[src/rtl/ebs_pkg.sv]
// ebs_pkg: shared widths, codes, types and helper functions of the eye blink sequencer.
// Used by ebs_div and eye_blink_sequencer. No dependencies.
package ebs_pkg;

    localparam int unsigned DUR_W     = 16;
    localparam int unsigned CNT_W     = 17;
    localparam int unsigned OPEN_W    = 10;
    localparam int unsigned PHASE_W   = 3;
    localparam int unsigned RNG_W     = 32;
    localparam int unsigned CFG_IDX_W = 3;
    localparam int unsigned KIND_W    = 2;

    // shared divider: 32-bit dividend, 17-bit divisor
    localparam int unsigned DIV_W = 32;
    localparam int unsigned DVS_W = 17;

    localparam logic [CNT_W-1:0]  CNT_MAX   = '1;
    localparam logic [OPEN_W-1:0] OPEN_FULL = 10'd1000;
    localparam logic [RNG_W-1:0]  DEFAULT_SEED_C = 32'd2463534242;
    localparam logic [RNG_W-1:0]  SEED_RST  = 32'd1;

    // phase codes
    localparam logic [PHASE_W-1:0] PH_IDLE    = 3'd0;
    localparam logic [PHASE_W-1:0] PH_CLOSING = 3'd1;
    localparam logic [PHASE_W-1:0] PH_CLOSED  = 3'd2;
    localparam logic [PHASE_W-1:0] PH_OPENING = 3'd3;
    localparam logic [PHASE_W-1:0] PH_GAP     = 3'd4;

    // configuration register indexes
    localparam logic [CFG_IDX_W-1:0] CFG_CLOSING  = 3'd0;
    localparam logic [CFG_IDX_W-1:0] CFG_CLOSED   = 3'd1;
    localparam logic [CFG_IDX_W-1:0] CFG_OPENING  = 3'd2;
    localparam logic [CFG_IDX_W-1:0] CFG_GAP      = 3'd3;
    localparam logic [CFG_IDX_W-1:0] CFG_AUTO_MIN = 3'd4;
    localparam logic [CFG_IDX_W-1:0] CFG_AUTO_MAX = 3'd5;
    localparam logic [CFG_IDX_W-1:0] CFG_SEED     = 3'd6;

    // configuration reset values
    localparam logic [DUR_W-1:0] CLOSING_RST  = 16'd90;
    localparam logic [DUR_W-1:0] CLOSED_RST   = 16'd60;
    localparam logic [DUR_W-1:0] OPENING_RST  = 16'd110;
    localparam logic [DUR_W-1:0] GAP_RST      = 16'd120;
    localparam logic [DUR_W-1:0] AUTO_MIN_RST = 16'd2500;
    localparam logic [DUR_W-1:0] AUTO_MAX_RST = 16'd6000;

    // request kinds
    localparam logic [KIND_W-1:0] KIND_SINGLE = 2'd0;
    localparam logic [KIND_W-1:0] KIND_DOUBLE = 2'd1;

    typedef struct packed {
        logic             start;
        logic [DIV_W-1:0] dividend;
        logic [DVS_W-1:0] divisor;
    } t_div_req;

    typedef struct packed {
        logic             done;
        logic [DIV_W-1:0] quot;
        logic [DVS_W-1:0] rem;
    } t_div_rsp;

    function automatic logic [CNT_W-1:0] sat_add(input logic [CNT_W-1:0] a,
                                                 input logic [DUR_W-1:0] b);
        logic [CNT_W:0] s;
        s = {1'b0, a} + {{(CNT_W+1-DUR_W){1'b0}}, b};
        return s[CNT_W] ? CNT_MAX : s[CNT_W-1:0];
    endfunction

    function automatic logic [RNG_W-1:0] xs32(input logic [RNG_W-1:0] x);
        logic [RNG_W-1:0] t;
        t = x ^ (x << 13);
        t = t ^ (t >> 17);
        t = t ^ (t << 5);
        return t;
    endfunction

endpackage

[src/rtl/ebs_div.sv]
// ebs_div: restoring divider, one quotient bit per cycle, shared by progress and draw.
// Depends on ebs_pkg (t_div_req, t_div_rsp, DIV_W, DVS_W).
module ebs_div
    import ebs_pkg::*;
(
    input  logic     i_clk,
    input  logic     i_rst_n,
    input  t_div_req i_req,
    output t_div_rsp o_rsp
);

    localparam int unsigned CNT_BITS = $clog2(DIV_W);
    localparam logic [CNT_BITS-1:0] LAST = CNT_BITS'(DIV_W - 1);

    logic                r_busy, n_busy;
    logic                r_done, n_done;
    logic [CNT_BITS-1:0] r_cnt, n_cnt;
    logic [DIV_W-1:0]    r_q, n_q;
    logic [DVS_W-1:0]    r_rem, n_rem;
    logic [DVS_W-1:0]    r_dvs, n_dvs;

    logic [DVS_W:0] w_trial;
    logic           w_ge;

    assign w_trial = {r_rem, r_q[DIV_W-1]};
    assign w_ge    = (w_trial >= {1'b0, r_dvs});

    always_comb begin
        n_busy = r_busy;
        n_done = 1'b0;
        n_cnt  = r_cnt;
        n_q    = r_q;
        n_rem  = r_rem;
        n_dvs  = r_dvs;
        if (i_req.start) begin
            n_busy = 1'b1;
            n_cnt  = '0;
            n_q    = i_req.dividend;
            n_rem  = '0;
            n_dvs  = i_req.divisor;
        end else if (r_busy) begin
            n_q   = {r_q[DIV_W-2:0], w_ge};
            n_rem = w_ge ? DVS_W'(w_trial - {1'b0, r_dvs}) : w_trial[DVS_W-1:0];
            n_cnt = r_cnt + 1'b1;
            if (r_cnt == LAST) begin
                n_busy = 1'b0;
                n_done = 1'b1;
            end
        end
    end

    always_ff @(posedge i_clk) begin
        if (!i_rst_n) begin
            r_busy <= 1'b0;
            r_done <= 1'b0;
            r_cnt  <= '0;
        end else begin
            r_busy <= n_busy;
            r_done <= n_done;
            r_cnt  <= n_cnt;
        end
        r_q   <= n_q;
        r_rem <= n_rem;
        r_dvs <= n_dvs;
    end

    assign o_rsp.done = r_done;
    assign o_rsp.quot = r_q;
    assign o_rsp.rem  = r_rem;

endmodule

[src/rtl/eye_blink_sequencer.sv]
// eye_blink_sequencer: eyelid blink phase sequencer with xorshift32 auto-blink timing.
// A request or a tick that needs no division goes from calc straight to the result
// register; a tick that stays in closing/opening also runs the shared divider, and one that
// fires an auto-blink first draws a new interval through it. One transaction at a time; a
// stalled result register holds the next result back. Reset (synchronous, active low)
// clears state, then runs a draw with ready low, as after a seed write. Depends on ebs_pkg
// and ebs_div.
module eye_blink_sequencer
    import ebs_pkg::*;
#(
    parameter logic [RNG_W-1:0] DEFAULT_SEED = DEFAULT_SEED_C
) (
    input  logic                 i_clk,
    input  logic                 i_rst_n,
    // item channel
    input  logic                 i_in_valid,
    output logic                 o_in_ready,
    input  logic                 i_func,
    input  logic [DUR_W-1:0]     i_delta_ms,
    input  logic [KIND_W-1:0]    i_kind,
    input  logic                 i_allowed,
    // result channel
    output logic                 o_out_valid,
    input  logic                 i_out_ready,
    output logic [OPEN_W-1:0]    o_openness,
    output logic [PHASE_W-1:0]   o_phase,
    output logic                 o_request_taken,
    // configuration channel
    input  logic                 i_cfg_valid,
    output logic                 o_cfg_ready,
    input  logic [CFG_IDX_W-1:0] i_cfg_index,
    input  logic [RNG_W-1:0]     i_cfg_data
);

    typedef enum logic [6:0] {
        S_IDLE = 7'b0000001,
        S_CALC = 7'b0000010,
        S_DRAW = 7'b0000100,
        S_PREP = 7'b0001000,
        S_DIV  = 7'b0010000,
        S_FIN  = 7'b0100000,
        S_DONE = 7'b1000000
    } t_state;

    typedef enum logic [1:0] {
        M_CLOSE = 2'd0,
        M_OPEN  = 2'd1,
        M_DRAW  = 2'd2
    } t_mode;

    localparam int unsigned PROD_W = CNT_W + OPEN_W;

    t_state r_state, n_state;
    t_mode  r_mode, n_mode;
    logic   r_emit, n_emit;

    // configuration
    logic [DUR_W-1:0] r_closing, n_closing, r_closed, n_closed;
    logic [DUR_W-1:0] r_opening, n_opening, r_gap, n_gap;
    logic [DUR_W-1:0] r_amin, n_amin, r_amax, n_amax;

    // captured item
    logic              r_func, n_func;
    logic [DUR_W-1:0]  r_delta, n_delta;
    logic [KIND_W-1:0] r_kind, n_kind;
    logic              r_allowed, n_allowed;

    // sequencer state
    logic [PHASE_W-1:0] r_phase, n_phase;
    logic [CNT_W-1:0]   r_pel, n_pel;
    logic [CNT_W-1:0]   r_ael, n_ael;
    logic [CNT_W-1:0]   r_aint, n_aint;
    logic [RNG_W-1:0]   r_rng, n_rng;
    logic               r_pend, n_pend;
    logic [OPEN_W-1:0]  r_open, n_open;
    logic               r_taken, n_taken;

    // result register
    logic               r_ovalid, n_ovalid;
    logic [OPEN_W-1:0]  r_oopen, n_oopen;
    logic [PHASE_W-1:0] r_ophase, n_ophase;
    logic               r_otaken, n_otaken;

    t_div_req w_req;
    t_div_rsp w_rsp;

    logic [CNT_W-1:0]  w_sat_p, w_sat_a;
    logic [PROD_W-1:0] w_prod;
    logic [DUR_W-1:0]  w_span, w_dur;
    logic [DVS_W-1:0]  w_span1;

    assign w_sat_p = sat_add(r_pel, r_delta);
    assign w_sat_a = sat_add(r_ael, r_delta);
    assign w_prod  = {{OPEN_W{1'b0}}, r_pel} * {{CNT_W{1'b0}}, OPEN_FULL};
    assign w_span  = (r_amax >= r_amin) ? DUR_W'(r_amax - r_amin) : '0;
    assign w_span1 = {1'b0, w_span} + DVS_W'(1);
    assign w_dur   = (r_mode == M_CLOSE) ? r_closing : r_opening;

    assign w_req.start    = (r_state == S_PREP);
    assign w_req.dividend = (r_mode == M_DRAW) ? r_rng
                                               : {{(DIV_W-PROD_W){1'b0}}, w_prod};
    assign w_req.divisor  = (r_mode == M_DRAW) ? w_span1 : {1'b0, w_dur};

    ebs_div u_div (
        .i_clk   (i_clk),
        .i_rst_n (i_rst_n),
        .i_req   (w_req),
        .o_rsp   (w_rsp)
    );

    assign o_cfg_ready = (r_state == S_IDLE);
    assign o_in_ready  = (r_state == S_IDLE) && !i_cfg_valid;

    always_comb begin
        n_state   = r_state;
        n_mode    = r_mode;
        n_emit    = r_emit;
        n_closing = r_closing;
        n_closed  = r_closed;
        n_opening = r_opening;
        n_gap     = r_gap;
        n_amin    = r_amin;
        n_amax    = r_amax;
        n_func    = r_func;
        n_delta   = r_delta;
        n_kind    = r_kind;
        n_allowed = r_allowed;
        n_phase   = r_phase;
        n_pel     = r_pel;
        n_ael     = r_ael;
        n_aint    = r_aint;
        n_rng     = r_rng;
        n_pend    = r_pend;
        n_open    = r_open;
        n_taken   = r_taken;
        n_ovalid  = r_ovalid && !i_out_ready;
        n_oopen   = r_oopen;
        n_ophase  = r_ophase;
        n_otaken  = r_otaken;

        case (r_state)
            S_IDLE: begin
                if (i_cfg_valid) begin
                    case (i_cfg_index)
                        CFG_CLOSING:  n_closing = i_cfg_data[DUR_W-1:0];
                        CFG_CLOSED:   n_closed  = i_cfg_data[DUR_W-1:0];
                        CFG_OPENING:  n_opening = i_cfg_data[DUR_W-1:0];
                        CFG_GAP:      n_gap     = i_cfg_data[DUR_W-1:0];
                        CFG_AUTO_MIN: n_amin    = i_cfg_data[DUR_W-1:0];
                        CFG_AUTO_MAX: n_amax    = i_cfg_data[DUR_W-1:0];
                        CFG_SEED: begin
                            n_rng   = (i_cfg_data != '0) ? i_cfg_data : DEFAULT_SEED;
                            n_emit  = 1'b0;
                            n_state = S_DRAW;
                        end
                        default: ;
                    endcase
                end else if (i_in_valid) begin
                    n_func    = i_func;
                    n_delta   = i_delta_ms;
                    n_kind    = i_kind;
                    n_allowed = i_allowed;
                    n_state   = S_CALC;
                end
            end

            S_CALC: begin
                n_emit  = 1'b1;
                n_taken = 1'b0;
                n_state = S_DONE;
                if (r_func) begin
                    if (r_allowed && r_phase == PH_IDLE &&
                        (r_kind == KIND_SINGLE || r_kind == KIND_DOUBLE)) begin
                        n_phase = PH_CLOSING;
                        n_pel   = '0;
                        n_open  = OPEN_FULL;
                        n_pend  = (r_kind == KIND_DOUBLE);
                        n_taken = 1'b1;
                    end
                end else begin
                    case (r_phase)
                        PH_CLOSING: begin
                            n_pel = w_sat_p;
                            if (w_sat_p >= {1'b0, r_closing}) begin
                                n_phase = PH_CLOSED;
                                n_pel   = '0;
                                n_open  = '0;
                            end else begin
                                n_mode  = M_CLOSE;
                                n_state = S_PREP;
                            end
                        end
                        PH_CLOSED: begin
                            n_pel  = w_sat_p;
                            n_open = '0;
                            if (w_sat_p >= {1'b0, r_closed}) begin
                                n_phase = PH_OPENING;
                                n_pel   = '0;
                            end
                        end
                        PH_OPENING: begin
                            n_pel = w_sat_p;
                            if (w_sat_p >= {1'b0, r_opening}) begin
                                n_open  = OPEN_FULL;
                                n_phase = r_pend ? PH_GAP : PH_IDLE;
                                n_pend  = 1'b0;
                                n_pel   = '0;
                            end else begin
                                n_mode  = M_OPEN;
                                n_state = S_PREP;
                            end
                        end
                        PH_GAP: begin
                            n_pel = w_sat_p;
                            if (w_sat_p >= {1'b0, r_gap}) begin
                                n_phase = PH_CLOSING;
                                n_pel   = '0;
                                n_open  = OPEN_FULL;
                            end
                        end
                        default: begin
                            // idle: count toward the next automatic blink
                            n_phase = PH_IDLE;
                            n_open  = OPEN_FULL;
                            if (r_allowed) begin
                                n_ael = w_sat_a;
                                if (w_sat_a >= r_aint) begin
                                    n_ael   = '0;
                                    n_phase = PH_CLOSING;
                                    n_pel   = '0;
                                    n_state = S_DRAW;
                                end
                            end
                        end
                    endcase
                end
            end

            S_DRAW: begin
                n_rng   = xs32(r_rng);
                n_mode  = M_DRAW;
                n_state = S_PREP;
            end

            S_PREP: begin
                n_state = S_DIV;
            end

            S_DIV: begin
                if (w_rsp.done) begin
                    n_state = S_FIN;
                end
            end

            S_FIN: begin
                case (r_mode)
                    M_CLOSE: n_open = OPEN_FULL - w_rsp.quot[OPEN_W-1:0];
                    M_OPEN:  n_open = w_rsp.quot[OPEN_W-1:0];
                    default: n_aint = {1'b0, r_amin} + w_rsp.rem;
                endcase
                n_state = r_emit ? S_DONE : S_IDLE;
            end

            S_DONE: begin
                if (!r_ovalid || i_out_ready) begin
                    n_ovalid = 1'b1;
                    n_oopen  = r_open;
                    n_ophase = r_phase;
                    n_otaken = r_taken;
                    n_state  = S_IDLE;
                end
            end

            default: n_state = S_IDLE;
        endcase
    end

    always_ff @(posedge i_clk) begin
        if (!i_rst_n) begin
            r_state   <= S_DRAW;
            r_mode    <= M_DRAW;
            r_emit    <= 1'b0;
            r_closing <= CLOSING_RST;
            r_closed  <= CLOSED_RST;
            r_opening <= OPENING_RST;
            r_gap     <= GAP_RST;
            r_amin    <= AUTO_MIN_RST;
            r_amax    <= AUTO_MAX_RST;
            r_phase   <= PH_IDLE;
            r_pel     <= '0;
            r_ael     <= '0;
            r_rng     <= SEED_RST;
            r_pend    <= 1'b0;
            r_open    <= OPEN_FULL;
            r_ovalid  <= 1'b0;
        end else begin
            r_state   <= n_state;
            r_mode    <= n_mode;
            r_emit    <= n_emit;
            r_closing <= n_closing;
            r_closed  <= n_closed;
            r_opening <= n_opening;
            r_gap     <= n_gap;
            r_amin    <= n_amin;
            r_amax    <= n_amax;
            r_phase   <= n_phase;
            r_pel     <= n_pel;
            r_ael     <= n_ael;
            r_rng     <= n_rng;
            r_pend    <= n_pend;
            r_open    <= n_open;
            r_ovalid  <= n_ovalid;
        end
        r_func    <= n_func;
        r_delta   <= n_delta;
        r_kind    <= n_kind;
        r_allowed <= n_allowed;
        r_aint    <= n_aint;
        r_taken   <= n_taken;
        r_oopen   <= n_oopen;
        r_ophase  <= n_ophase;
        r_otaken  <= n_otaken;
    end

    assign o_out_valid     = r_ovalid;
    assign o_openness      = r_oopen;
    assign o_phase         = r_ophase;
    assign o_request_taken = r_otaken;

    // openness never exceeds full scale
    a_open_range: assert property (@(posedge i_clk) disable iff (!i_rst_n)
        o_out_valid |-> (o_openness <= OPEN_FULL))
        else $error("openness above full scale");

    // a taken request always starts closing fully open
    a_taken_start: assert property (@(posedge i_clk) disable iff (!i_rst_n)
        (o_out_valid && o_request_taken) |-> (o_phase == PH_CLOSING && o_openness == OPEN_FULL))
        else $error("taken request did not start a blink");

    // closed phase reports a shut eyelid
    a_closed_shut: assert property (@(posedge i_clk) disable iff (!i_rst_n)
        (o_out_valid && o_phase == PH_CLOSED) |-> (o_openness == '0))
        else $error("closed phase with open eyelid");

    // an accepted transaction makes the block busy on the next cycle
    a_busy_after_accept: assert property (@(posedge i_clk) disable iff (!i_rst_n)
        (i_in_valid && o_in_ready) |=> !o_in_ready)
        else $error("ready right after accepting a transaction");

    // the divider is only started with a nonzero divisor
    a_div_nonzero: assert property (@(posedge i_clk) disable iff (!i_rst_n)
        w_req.start |-> (w_req.divisor != '0))
        else $error("divider started with zero divisor");

endmodule

[config.mk]
export PLATFORM = sky130hd
export DESIGN_NAME = eye_blink_sequencer
export DESIGN_NICKNAME = d
export VERILOG_FILES = /design/src/rtl/ebs_pkg.sv /design/src/rtl/ebs_div.sv /design/src/rtl/eye_blink_sequencer.sv
export SDC_FILE = /design/constraint.sdc
export NUM_CORES = 1
export LEC_CHECK = 0
export ABC_AREA = 1
export BUFFER_PORTS_ARGS = -buffer_cell sky130_fd_sc_hd__buf_4
export CAP_MARGIN = 10
export CORE_MARGIN = 1.5
export CORE_UTILIZATION = 43
export CTS_CLUSTER_DIAMETER = 150
export CTS_CLUSTER_SIZE = 24
export DETAILED_ROUTE_END_ITERATION = 16
export GPL_TIMING_DRIVEN = 0
export PLACE_DENSITY_LB_ADDON = 0.25
export SKIP_CTS_REPAIR_TIMING = 1
export SKIP_LAST_GASP = 1
export SLEW_MARGIN = 0
export SYNTH_ARGS = -nofsm -noshare
export SYNTH_HDL_FRONTEND = slang
export SYNTH_SLANG_ARGS = --single-unit
[constraint.sdc]
create_clock -name i_clk -period 6.45 [get_ports i_clk]
set_clock_uncertainty 0.05 [all_clocks]
set_input_delay 1.935 -clock i_clk [delete_from_list [all_inputs] [get_ports i_clk]]
set_output_delay 1.935 -clock i_clk [all_outputs]
set_load 0.05 [all_outputs]
### Word-level counts from Yosys, hierarchy flattened

Index checks and enable logic that the tools add are counted.

| word-level totals | value |
|---|---|
| bits in registers | 312 |
| bits in latches | 0 |
| bits in writable memories | 0 |
| bits in read-only memories | 0 |
| bits of input ports | 60 |
| output and inout port bits | 17 |
| logic and storage cells | 217 |
| memories | 0 |

| operators by class | value |
|---|---|
| $add $sub $neg | 8 |
| multiply operators | 1 |
| div/mod/pow operators | 0 |
| $lt $le $gt $ge | 7 |
| eq/ne operators | 41 |
| shift-type cells | 0 |
| muxes and demuxes | 73 |
| bitwise operators | 9 |
| reductions and logical operators | 46 |

Operator list:

| cell | number |
|---|---|
| two-way mux 17 bit | 12 |
| two-way mux 32 bit | 6 |
| two-way mux 7 bit | 11 |
| >= comparator 17 x 16 -> 1 bit | 4 |
| case mux 17 bit (4 select lines) | 1 |
| case mux 32 bit (2 select lines) | 1 |
| bitwise XOR 32 bit | 2 |
| two-way mux 10 bit | 5 |
| case mux 7 bit (7 select lines) | 1 |
| two-way mux 16 bit | 3 |
| case mux 10 bit (2 select lines) | 2 |
| case mux 10 bit (4 select lines) | 1 |
| adder 17 x 16 -> 18 bit | 2 |
| nonzero test 32 bit | 1 |
| bitwise XOR 32 x 15 -> 32 bit | 1 |
| != test 3 bit, second input constant | 10 |
| AND reduction 3 bit | 9 |
| multiplier 17 x 7 -> 24 bit, second input constant | 1 |
| two-way mux 3 bit | 7 |
| case mux 7 bit (3 select lines) | 1 |
| >= comparator 18 x 17 -> 1 bit | 1 |
| adder 16 x 1 -> 17 bit, second input constant | 1 |
| adder 16 x 17 -> 17 bit | 1 |
| >= comparator 17 bit | 1 |
| other kinds (42) | 100 |

### Depth between registers and ports, before layout

| depth | value |
|---|---|
| depth in word-level cells | 8 |
| mapped depth | 32 |

### Hierarchy

Synthesis repeated with hierarchy kept, for this count alone.

| unflattened totals | value |
|---|---|
| cells, all modules | 3027 |
| area total of the unflattened synthesis | 22878.2 um^2 |

Modules (own cells, without submodules):

| module | times used | cells each | area each (um^2) | sequential area each (um^2) |
|---|---|---|---|---|
| eye_blink_sequencer | 1 | 2482 | 18589.1 | 5305.1 |
| ebs_div | 1 | 545 | 4289.1 | 1951.9 |

### Worst setup path after synthesis

Ideal clock, no wire load.

| timing path | value |
|---|---|
| path type | input -> output |
| start | in i_cfg_valid |
| end | out o_in_ready |
| arrival | 2.675 ns |
| setup slack | 1.790 ns |
| cell stages on the path | 1 |
| buffers on the path | 0 |
| path through | nor2_1 |

| on the way | value |
|---|---|
| word-level cells in the longest chain between the ends | 2 |

Ends and longest elaborated chain:

| element | line | text |
|---|---|---|
| start, declared | eye_blink_sequencer.sv:29 | `input logic i_cfg_valid,` |
| zero test 1 bit | eye_blink_sequencer.sv:112 | `assign o_in_ready = (r_state == S_IDLE) && !i_cfg_valid;` |
| logical AND 1 bit | eye_blink_sequencer.sv:112 |  |
| end, declared | eye_blink_sequencer.sv:17 | `output logic o_in_ready,` |

No other way between the ends.

### Worst setup path in the final report

| timing path | value |
|---|---|
| start | reg r_pel[1] |
| end | reg u_div.r_q[22] (data pin) |

| on the way | value |
|---|---|
| word-level cells in the longest chain between the ends | 3 |

Ends and longest elaborated chain:

| element | line | text |
|---|---|---|
| start, declared | eye_blink_sequencer.sv:70 | `logic [CNT_W-1:0] r_pel, n_pel;` |
| start signal, assigned | eye_blink_sequencer.sv:307 | `r_pel <= n_pel;` |
| multiplier 17 x 7 -> 24 bit | eye_blink_sequencer.sv:94 | `assign w_prod = {{OPEN_W{1'b0}}, r_pel} * {{CNT_W{1'b0}}, OPEN_FULL};` |
| two-way mux 32 bit | eye_blink_sequencer.sv:100 | `assign w_req.dividend = (r_mode == M_DRAW) ? r_rng` |
| two-way mux 32 bit | ebs_div.sv:35 | `if (i_req.start) begin` |
| net u_div.n_q[22] | ebs_div.sv:18 | `logic [DIV_W-1:0] r_q, n_q;` |
| end signal, assigned | ebs_div.sv:62 | `r_q <= n_q;` |
| end, declared | ebs_div.sv:18 |  |

The timed path passes the listed nets, and every way through them passes these cells.
A chain may end at the register's enable or synchronous reset.

==> results.toml <==
[detailed_routing]
wl_um = 69540
route.vias.total = 19905
drc = 0
post_drt_via_cell_ratio = 5.546
dr.first_iter.drc_count = 1722
ant_nets = 0
first_pass_iters = 6
wl_per_cell_um = 19.38

[floorplanning]
coreArea_um2 = 50270
ioPinCount = 77
fp.dieArea_um2 = 52480
row_count = 82
start_util = 0.4372
die_y_um = 229.1
fp.dieW_um = 229.1

[logic_synthesis]
synth.top_cells.by_area = "dfxtp_1 19%, edfxtp_1 14%, ha_1 13%"
async_flop_share = 0
ys_seq_area_frac = 0.3302
synthDistinctLibCells = 62
synth_top_cells_by_count = "550 x nand2_1, 355 x inv_1, 316 x a21oi_1, 236 x o21ai_0, 221 x ha_1"
synth_top_area_cell = "dfxtp_1"
yosysWarnings = 0
syn_nets = 3154
synthCells = 2810
synth_top_area_frac = 0.1922
synth_area_um2 = 21980
synth_flop_cell = "dfxtp_1"
synth.most_common_cell = "nand2_1"
synth_edf_count = 101
avgSynthCellArea_um2 = 7.822
ys_ff_latch = 312

[sta]
hold_slack_ns = 0.3933
max_freq_mhz = 189.5
fin_setup_tns_ns = 0
worstMarginPinSlew_ns = 1.178
hold_violations = 0
setup_slack_ns = 1.174
maxSlewViolCount = 0
setup_viol = 0
finalCriticalPeriod_ns = 5.276
slew_headroom = 0.2062
finalCritPeriodShare = 0.8180
rsz0062_at_grt = "false"

[power]
p_leak_uw = 0.01103
power_density_nw_per_um2 = 205.1
peakVddDrop_mv = 0.1818

[cts]
clkTransAtPathRegs_ns = 0.10
cts_tree = "yes"
numCtsBuffers = 17
cts.sinks = 312
h-tree-depth = 1
clk_path_buf_depth = 3
insertion_delay_ns = 0.55
cts-root-buf = "clkbuf_16"

[setup_path]
crit_chain = "fa_1, inv_1, fa_1, fa_1, inv_1, fa_1, ha_1, a21oi_1, o21ai_0, nor2_1, o21ai_0, a21oi_1, o21ai_0, or2_2, nand3_1, o211ai_1, nand2_1"
arrival_ns = 5.51
crit_buf_inv = 2
path_common_cell = "fa_1"
worstSetupPathType = "flip-flop to flip-flop"
critPathTopFamily = "adder cells"
end_kind = "flip-flop"
crit_slowest_cell = "dfxtp_1"
start_kind = "flip-flop"
slowest_delay_ns = 0.78
required_ns = 6.69
worstPathMaxFanout = 8

[finish]
areaGrowthSynthToFinish_pct = 8.829
drive_gt1_frac = 0.06239
fin_nets = 3252
diodes = 0
fill_cells = 5006
fin_util = 0.4758
final_area_um2 = 23920
layout.area.seq_um2 = 7257
multi_input_area_um2 = 13030

[grt]
grt_max_degree = 36
grt_pass1_vias = 18751
antenna_found_initial = 1
grt-ovfl-total = 0
grt_pass1_wl_um = 106600
grt_usage = 0.2617

[placement]
gp_congestion = 0.9626
post-dp-hpwl_um = 55760
place_area_um2 = 23430
io_buffer_count = 75
preCtsSetupSlack_ns = 1.251

[hold_path]
holdCritPathClass = "flip-flop to flip-flop"

[outcome]
outcome = "finished, final reports clean"

[flow_run]
maxCapViolations = 0
-- per-layer routing --
| layer | up-vias | global-route usage | part of all wire | routed length [µm] |
|---|---|---|---|---|
| li1 | 9722 | - | - | - |
| met1 | 9364 | 0.3765 | 0.47 | 32420 |
| met2 | 714 | 0.3981 | 0.43 | 29690 |
| met3 | 103 | 0.04270 | 0.075 | 5232 |
| met4 | 2 | 0.08594 | 0.031 | 2186 |
| met5 | - | 0 | 0.00019 | 13 |
-- final timing paths --
kind	start	end	slack (ns)	cells after the start
max	r_pel[1]$_SDFFE_PN0P_	u_div.r_q[22]$_DFFE_PP_	1.17	17
min	r_open[9]$_SDFFE_PN1P_	o_openness[9]$_DFFE_PP_	0.39	0
max reg2reg	r_pel[1]$_SDFFE_PN0P_	u_div.r_q[22]$_DFFE_PP_	1.17	17
min reg2reg	r_open[9]$_SDFFE_PN1P_	o_openness[9]$_DFFE_PP_	0.39	0
-- sequential cells by signal, indices dropped and copies added (netlist names), 5 cells and up --
name / count
r_rng: 32
u_div.r_q: 32
r_ael: 17
r_aint: 17
r_pel: 17
u_div.r_dvs: 17
u_div.r_rem: 17
r_amax: 16
r_amin: 16
r_closed: 16
r_closing: 16
r_delta: 16
r_gap: 16
r_opening: 16
o_openness: 10
r_open: 10
r_state: 7
u_div.r_cnt: 5
-- logic make-up after synthesis --
group                      count (synthesis)  share of synthesized area
and+or+nand+nor                          956                     0.1875
AOI/OAI and AO/OA                        703                     0.1774
buffers and inverters                    443                    0.07713
DFF                                      312                     0.3302
adders and majority gates                284                     0.1832
xor gates and xnor gates                 112                    0.04463
-- per-stage QoR --
step	total power (µW)	std cells
2_1_floorplan	3272	2810
3_3_place_gp	3673	3557
3_5_place_dp	3692	3560
4_1_cts	4890	3588
5_1_grt	5141	3589
6_report	4907	3589
-- power by group --
group / switching [µW] / internal [µW]
sequential: 173 / 2180
clock: 702 / 510
combinational: 876 / 469
-- area by class of cell --
class,count,area share
Timing Repair Buffer,79,0.02532
Tap cell,672,0.03515
Inverter,366,0.05743
Buffer,77,0.01350
Clock buffer,26,0.01920
Clock inverter,2,0.001203
Multi-Input combinational cell,2055,0.5448
Sequential cell,312,0.3034
-- cells in the final DEF (no fill, tap or decap), types with 76 or more instances in the layout --
cell type  instances
a21oi_1          316
buf_4             76
dfxtp_1          211
edfxtp_1         101
ha_1             221
inv_1            354
nand2_1          550
nand3_1          118
nor2_1           159
o21ai_0          236
(Power assumes the default switching activity.)
